## src/rtl/u8d_pkg.sv

```systemverilog
`default_nettype none
// ----------------------------------------------------------------------------
// u8d_pkg
// types and constants shared by the utf-8 stream decoder
// ----------------------------------------------------------------------------
package u8d_pkg;

  typedef enum logic [1:0] {
    MODE_START  = 2'd0,
    MODE_FOLLOW = 2'd1,
    MODE_RESYNC = 2'd2
  } u8d_mode_e;

  typedef enum logic [2:0] {
    ST_CONSUMED  = 3'd0,
    ST_CODEPOINT = 3'd1,
    ST_BADLEAD   = 3'd2,
    ST_BADCONT   = 3'd3,
    ST_RANGE     = 3'd4,
    ST_TRUNC     = 3'd5
  } u8d_status_e;

  localparam logic REQ_DATA   = 1'b0;
  localparam logic REQ_FINISH = 1'b1;

  localparam int unsigned CP_W  = 21;
  localparam int unsigned ACC_W = 31;

  localparam logic [CP_W-1:0] MAX_CODE_POINT = 21'h10FFFF;

  typedef struct packed {
    logic       req_type;
    logic [7:0] data_byte;
  } u8d_in_t;

  typedef struct packed {
    logic [CP_W-1:0] code_point;
    logic [2:0]      status;
  } u8d_out_t;

  typedef struct packed {
    u8d_mode_e        mode;
    logic [ACC_W-1:0] acc;
    logic [2:0]       seen;
    logic [2:0]       len;
  } u8d_state_t;

  localparam u8d_state_t STATE_RESET = '{
    mode: MODE_START,
    acc:  '0,
    seen: 3'd0,
    len:  3'd1
  };

endpackage
`default_nettype wire

```

## src/rtl/u8d_step.sv

```systemverilog
`default_nettype none
// ----------------------------------------------------------------------------
// u8d_step
// decode of one beat: next decoder state and the result beat
// ----------------------------------------------------------------------------
module u8d_step
  import u8d_pkg::*;
(
  input  wire u8d_state_t state_i,
  input  wire u8d_in_t    item_i,
  output u8d_state_t      state_o,
  output u8d_out_t        result_o
);

  logic             is_cont;
  logic [7:0]       b;
  logic [ACC_W-1:0] acc_shift;
  logic [2:0]       seen_inc;
  u8d_state_t       lead_state;
  u8d_status_e      lead_st;
  logic [CP_W-1:0]  lead_cp;
  u8d_status_e      st;
  logic [CP_W-1:0]  cp;

  assign b         = item_i.data_byte;
  assign is_cont   = (b[7:6] == 2'b10);
  assign acc_shift = {state_i.acc[ACC_W-7:0], b[5:0]};
  assign seen_inc  = state_i.seen + 3'd1;

  // byte decoded as the start of a sequence
  always_comb begin
    lead_state      = state_i;
    lead_state.mode = MODE_START;
    lead_st         = ST_CONSUMED;
    lead_cp         = '0;
    unique case (b) inside
      [8'h00:8'h7F]: begin
        lead_st = ST_CODEPOINT;
        lead_cp = {{(CP_W-8){1'b0}}, b};
      end
      [8'hC0:8'hDF]: begin
        lead_state = '{mode: MODE_FOLLOW, acc: {{(ACC_W-5){1'b0}}, b[4:0]},
                       seen: 3'd1, len: 3'd2};
      end
      [8'hE0:8'hEF]: begin
        lead_state = '{mode: MODE_FOLLOW, acc: {{(ACC_W-4){1'b0}}, b[3:0]},
                       seen: 3'd1, len: 3'd3};
      end
      [8'hF0:8'hF7]: begin
        lead_state = '{mode: MODE_FOLLOW, acc: {{(ACC_W-3){1'b0}}, b[2:0]},
                       seen: 3'd1, len: 3'd4};
      end
      [8'hF8:8'hFB]: begin
        lead_state = '{mode: MODE_FOLLOW, acc: {{(ACC_W-2){1'b0}}, b[1:0]},
                       seen: 3'd1, len: 3'd5};
      end
      [8'hFC:8'hFD]: begin
        lead_state = '{mode: MODE_FOLLOW, acc: {{(ACC_W-1){1'b0}}, b[0]},
                       seen: 3'd1, len: 3'd6};
      end
      default: begin
        // stray continuation byte or 0xfe / 0xff
        lead_state.mode = MODE_RESYNC;
        lead_st         = ST_BADLEAD;
      end
    endcase
  end

  always_comb begin
    state_o = state_i;
    st      = ST_CONSUMED;
    cp      = '0;
    if (item_i.req_type == REQ_FINISH) begin
      st      = (state_i.mode == MODE_FOLLOW) ? ST_TRUNC : ST_CONSUMED;
      state_o = STATE_RESET;
    end else begin
      unique case (state_i.mode)
        MODE_FOLLOW: begin
          if (!is_cont) begin
            state_o.mode = MODE_RESYNC;
            st           = ST_BADCONT;
          end else begin
            state_o.acc  = acc_shift;
            state_o.seen = seen_inc;
            if (seen_inc == state_i.len) begin
              state_o.mode = MODE_START;
              if (acc_shift > {{(ACC_W-CP_W){1'b0}}, MAX_CODE_POINT}) begin
                st = ST_RANGE;
              end else begin
                st = ST_CODEPOINT;
                cp = acc_shift[CP_W-1:0];
              end
            end
          end
        end
        MODE_RESYNC: begin
          if (!is_cont) begin
            state_o = lead_state;
            st      = lead_st;
            cp      = lead_cp;
          end
        end
        default: begin
          state_o = lead_state;
          st      = lead_st;
          cp      = lead_cp;
        end
      endcase
    end
  end

  assign result_o.code_point = cp;
  assign result_o.status     = st;

endmodule
`default_nettype wire

```

## src/rtl/utf8_stream_decoder.sv

```systemverilog
`default_nettype none
// ----------------------------------------------------------------------------
// utf8_stream_decoder
// byte-serial utf-8 decoder, one result beat for every input beat
// ----------------------------------------------------------------------------
// path: a beat accepted into the input register moves on through the result
//   register to the result port, where it is held until it is taken
// throughput: one beat per cycle while the result side does not stall
// reset: rst_ni low clears both valid flags and puts the decoder in start mode
//   with an empty accumulator; payload registers are not reset
// ----------------------------------------------------------------------------
module utf8_stream_decoder
  import u8d_pkg::*;
(
  input  wire          clk_i,
  input  wire          rst_ni,
  input  wire          in_valid_i,
  output logic         in_stall_o,
  input  wire u8d_in_t in_data_i,
  output logic         out_valid_o,
  input  wire          out_stall_i,
  output u8d_out_t     out_data_o
);

  // input register
  u8d_in_t    in_q;
  logic       in_vld_d, in_vld_q;
  // decoder state
  u8d_state_t state_d, state_q;
  // result register
  u8d_out_t   out_d, out_q;
  logic       out_vld_d, out_vld_q;

  logic in_take;
  logic adv;

  // the held beat moves on whenever the result register is empty or is
  // being taken in this cycle
  assign adv        = in_vld_q & (~out_vld_q | ~out_stall_i);
  // only a held beat that cannot move stalls the input
  assign in_stall_o = in_vld_q & ~adv;
  assign in_take    = in_valid_i & ~in_stall_o;

  assign in_vld_d  = in_take | (in_vld_q & ~adv);
  assign out_vld_d = adv | (out_vld_q & out_stall_i);

  u8d_step u_step (
    .state_i  (state_q),
    .item_i   (in_q),
    .state_o  (state_d),
    .result_o (out_d)
  );

  always_ff @(posedge clk_i or negedge rst_ni) begin
    if (!rst_ni) begin
      in_vld_q  <= 1'b0;
      out_vld_q <= 1'b0;
      state_q   <= STATE_RESET;
    end else begin
      in_vld_q  <= in_vld_d;
      out_vld_q <= out_vld_d;
      // decoder state only moves with a beat going through the step
      if (adv) begin
        state_q <= state_d;
      end
    end
  end

  // payload registers
  always_ff @(posedge clk_i) begin
    if (in_take) begin
      in_q <= in_data_i;
    end
    if (adv) begin
      out_q <= out_d;
    end
  end

  assign out_valid_o = out_vld_q;
  assign out_data_o  = out_q;

endmodule
`default_nettype wire

```

## config.mk

```make
export PLATFORM = sky130hd
export DESIGN_NAME = utf8_stream_decoder
export DESIGN_NICKNAME = d
export VERILOG_FILES = /design/src/rtl/u8d_pkg.sv /design/src/rtl/u8d_step.sv /design/src/rtl/utf8_stream_decoder.sv
export SDC_FILE = /design/constraint.sdc
export NUM_CORES = 1
export LEC_CHECK = 0
export ABC_AREA = 1
export ABC_CLOCK_PERIOD_IN_PS = 7000
export BUFFER_PORTS_ARGS = -buffer_cell sky130_fd_sc_hd__buf_4
export CORE_MARGIN = 8
export CORE_UTILIZATION = 35
export DETAILED_ROUTE_END_ITERATION = 10
export PLACE_DENSITY = 0.55
export SLEW_MARGIN = 30
export SYNTH_ARGS = -nofsm -noshare
export SYNTH_HDL_FRONTEND = slang
export SYNTH_SLANG_ARGS = --single-unit
```

## constraint.sdc

```tcl
create_clock -name clk_i -period 7 [get_ports clk_i]
set_clock_uncertainty 0.15 [all_clocks]
set_input_delay 0.35 -clock clk_i [delete_from_list [all_inputs] [get_ports clk_i]]
set_output_delay 0.35 -clock clk_i [all_outputs]
set_load 0.02 [all_outputs]
```

==> impl_metrics.yaml <==
status:
  status: "finished clean"
detailed_routing:
  via_per_inst: 4.729
  detail-route-antenna-nets: 0
  drt-wirelength-per-cell_um: 13.59
  drtPass1Iterations: 4
  drt_iter0_drc: 107
  drc_errors: 0
  wirelength_um: 6280
  vias: 2185
clock_tree:
  post-cts-setup-buffer-count: 0
  cts_buffers: 9
  clock_sink_count: 68
  clockRootBuffer: "clkbuf_8"
  clk_pin_slew_ps: 80
  clk_latency_ps: 330
  cts_buffer_depth: 2
  htreeDepth: 3
  cts_tree: "done"
  ctsResizeCount: 0
  cts_hold_buf: 1
grt:
  grt_pass1_vias: 2175
  antenna_found_initial: 0
  grt_busiest_layer: "met2"
  grt_pass1_wl_um: 10560
  met2_usage_pct: 17.89
  use_met3_pct: 3.251
  met1_usage_pct: 14.21
  grt_max_degree: 57
  track_usage_pct: 11.39
  grt.overflow.total: 0
placed_design:
  placement.cell_area_um2: 3406
  dp.cells: 445
  routabilityCongestion: 0.8858
  dp_hpwl_um: 4324
  portBuffers: 38
  post-place-ws_ps: 4350
floorplanning:
  rows: 34
  die_area_um2: 11940
  start_util_pct: 35.44
  placeableCoreArea_um2: 8593
  chipHeight_um: 109.3
  fp.dieW_um: 109.3
  ios: 39
critical_path:
  path_buf_inv: 2
  crit_fanout: 56
  cp-start-kind: "flip-flop"
  slowest_delay_ps: 550
  reg2reg_slack_ps: 4370
  crit_family: "simple AND/OR/NAND/NOR gates"
  cpMostUsedCell: "inv_1"
  critPathKind: "reg2reg"
  reg2reg_depth: 7
  worstPathArrival_ps: 2670
  slowest_stage: "inv_1"
  worstSetupEndpointType: "flip-flop"
  crit_required_ps: 7040
  path_cells: "inv_1 -> ha_1 -> nand2_2 -> inv_1 -> a21oi_1 -> nand2_4 -> o21ai_0"
  reg2reg_to: "state_q[10]$_DFFE_PN0P_"
  reg2reg_from: "state_q[38]$_DFFE_PN0P_"
timing:
  rsz0062_at_grt: "false"
  postLayoutSetupSlackWorst_ps: 4372
  fin_crit_ps: 2628
  drv_slew: 0
  setup_violations: 0
  slew_headroom_pct: 51.60
  max_freq_mhz: 380.5
  worst_pin_slew_ps: 725.2
  finalCritPeriodShare_pct: 37.55
  hold_viol_final: 0
  finalSetupTns_ps: 0
yosys:
  yosysMostFrequentCell: "nand2_1"
  avgSynthCellArea_um2: 9.888
  synth_area_leaders: "edfxtp_1 33%, dfrtp_1 28%, nand2_1 11%"
  syn_inst: 308
  synth_nets: 324
  netlist_area_um2: 3045
  synth-edff-count: 33
  ys_types: 30
  yosys.area.top_type: "edfxtp_1"
  async_flop_share_pct: 51.47
  synth_top_cell_area_share_pct: 32.54
  yosys_warnings: 0
  synth_commonest_cells: "90 x nand2_1, 35 x nor2_1, 34 x dfrtp_1, 33 x edfxtp_1, 21 x inv_1"
  synthFlopType: "dfrtp_1"
  ys_seq_elements: 68
  ys_seq_area_share_pct: 61.34
final_layout:
  stdcell_count: 462
  design_area_um2: 3638
  area_growth_syn_to_layout_pct: 19.47
  final_layout_size_suffix_gt1_share_pct: 23.45
  nets: 365
  diodes: 0
pwr:
  p_leak_nw: 1.575
  vdd_ir_drop_max_mv: 0.1151
  totalPowerFinal_mw: 1.003
  powerDensity_nw_per_um2: 275.8
min_path:
  min_to: "in_q[6]$_DFFE_PP_"
  hp-start: "in_data_i[6]"
  hold_class: "in2reg"
  worstHoldPathCells: 1
run:
  maxCapViolCount: 0
==> metrics by stage <==
stage	hold WS [ps]	util [%]
floorplan	-95.59	-
finish	40.42	42.34
CTS	22.25	42.34
global placement	185.9	39.57
detailed placement	190.2	39.63
global route	17.19	42.34
==> area by class of cell <==
cell class,count,area (µm²)
repair buffers,40,302.8
well taps,108,135.1
fillers,840,4955
inverters,23,86.33
flip-flops and latches,68,1868
clock inverters,7,98.84
clock buffers,9,123.9
multi-input cells,207,1023
==> worst reg2reg max path, delay by kind of cell, from the launching register on <==
kind | cells | cell delay (ps)
buffers and inverters | 2 | 610
DFF | 1 | 400
AOI/OAI and AO/OA | 2 | 400
and+or+nand+nor | 2 | 660
adders and majority gates | 1 | 270
==> layout by cell type (no fill, tap or decap) <==
| cell type | synthesis | layout |
|---|---|---|
| a21boi_0 | 1 | 1 |
| a21oi_1 | 8 | 7 |
| a21oi_2 | 0 | 1 |
| and3_1 | 1 | 1 |
| buf_4 | 0 | 39 |
| bufinv_16 | 0 | 2 |
| clkbuf_8 | 0 | 9 |
| clkinv_2 | 0 | 1 |
| clkinv_4 | 0 | 2 |
| clkinvlp_4 | 0 | 1 |
| dfrtp_1 | 34 | 34 |
| dfstp_2 | 1 | 1 |
| dlygate4sd3_1 | 0 | 1 |
| edfxtp_1 | 33 | 33 |
| ha_1 | 3 | 3 |
| inv_1 | 21 | 21 |
| inv_2 | 2 | 2 |
| inv_6 | 0 | 1 |
| nand2_1 | 90 | 89 |
| nand2_2 | 2 | 2 |
| nand2_4 | 0 | 1 |
| nand3_1 | 15 | 15 |
| nand4_1 | 5 | 5 |
| nor2_1 | 35 | 35 |
| nor2_4 | 1 | 1 |
| nor3_1 | 2 | 2 |
| nor4_1 | 1 | 1 |
| o211ai_1 | 1 | 1 |
| o211ai_2 | 1 | 1 |
| o21ai_0 | 10 | 10 |
| o21ai_1 | 7 | 7 |
| o21ai_2 | 18 | 18 |
| o22ai_1 | 2 | 2 |
| or2_2 | 1 | 1 |
| or3_1 | 1 | 1 |
| xnor2_1 | 1 | 1 |
| xor2_1 | 1 | 1 |
==> worst max-delay path by stage <==
stage / from / end / slack, ps / depth (start not counted)
2_1_floorplan: out_valid_o$_DFF_PN0_ / state_q[25]$_DFFE_PN0P_ / 4080 / 8
3_3_place_gp: state_q[38]$_DFFE_PN0P_ / state_q[10]$_DFFE_PN0P_ / 4100 / 7
3_5_place_dp: state_q[38]$_DFFE_PN0P_ / state_q[10]$_DFFE_PN0P_ / 4350 / 7
4_1_cts: state_q[38]$_DFFE_PN0P_ / state_q[10]$_DFFE_PN0P_ / 4330 / 7
5_1_grt: state_q[38]$_DFFE_PN0P_ / state_q[18]$_DFFE_PN0P_ / 4090 / 8
6_report: state_q[38]$_DFFE_PN0P_ / state_q[10]$_DFFE_PN0P_ / 4370 / 7
==> routing by layer <==
layer	vias up	wire [µm]
met5	-	0
met4	0	34
met1	1021	2944
met3	4	367
met2	56	2933
li1	1104	-
==> registers in the layout, summed over array words and instances (netlist names) <==
| name | count |
|---|---|
| in_q | 9 |
| in_vld_q | 1 |
| out_data_o | 24 |
| out_valid_o | 1 |
| state_q | 33 |
==> logic make-up (layout without fill, tap and decap cells) <==
| logic type | count (synthesis) | after routing | share of synthesized area, % |
|---|---|---|---|
| AOI/OAI and AO/OA | 48 | 48 | 10.60 |
| xor gates and xnor gates | 2 | 2 | 0.5753 |
| adders and majority gates | 3 | 3 | 1.233 |
| buffers and inverters | 33 | 79 | 5.423 |
| DFF | 68 | 68 | 61.34 |
| and+or+nand+nor | 154 | 154 | 20.83 |
==> power breakdown <==
| part | internal [mW] | total, mW | switching, mW |
|---|---|---|---|
| clock network | 0.202 | 0.359 | 0.157 |
| registers | 0.458 | 0.478 | 0.0199 |
| logic | 0.0550 | 0.166 | 0.111 |
No activity file was read; power rests on OpenSTA's default activity.
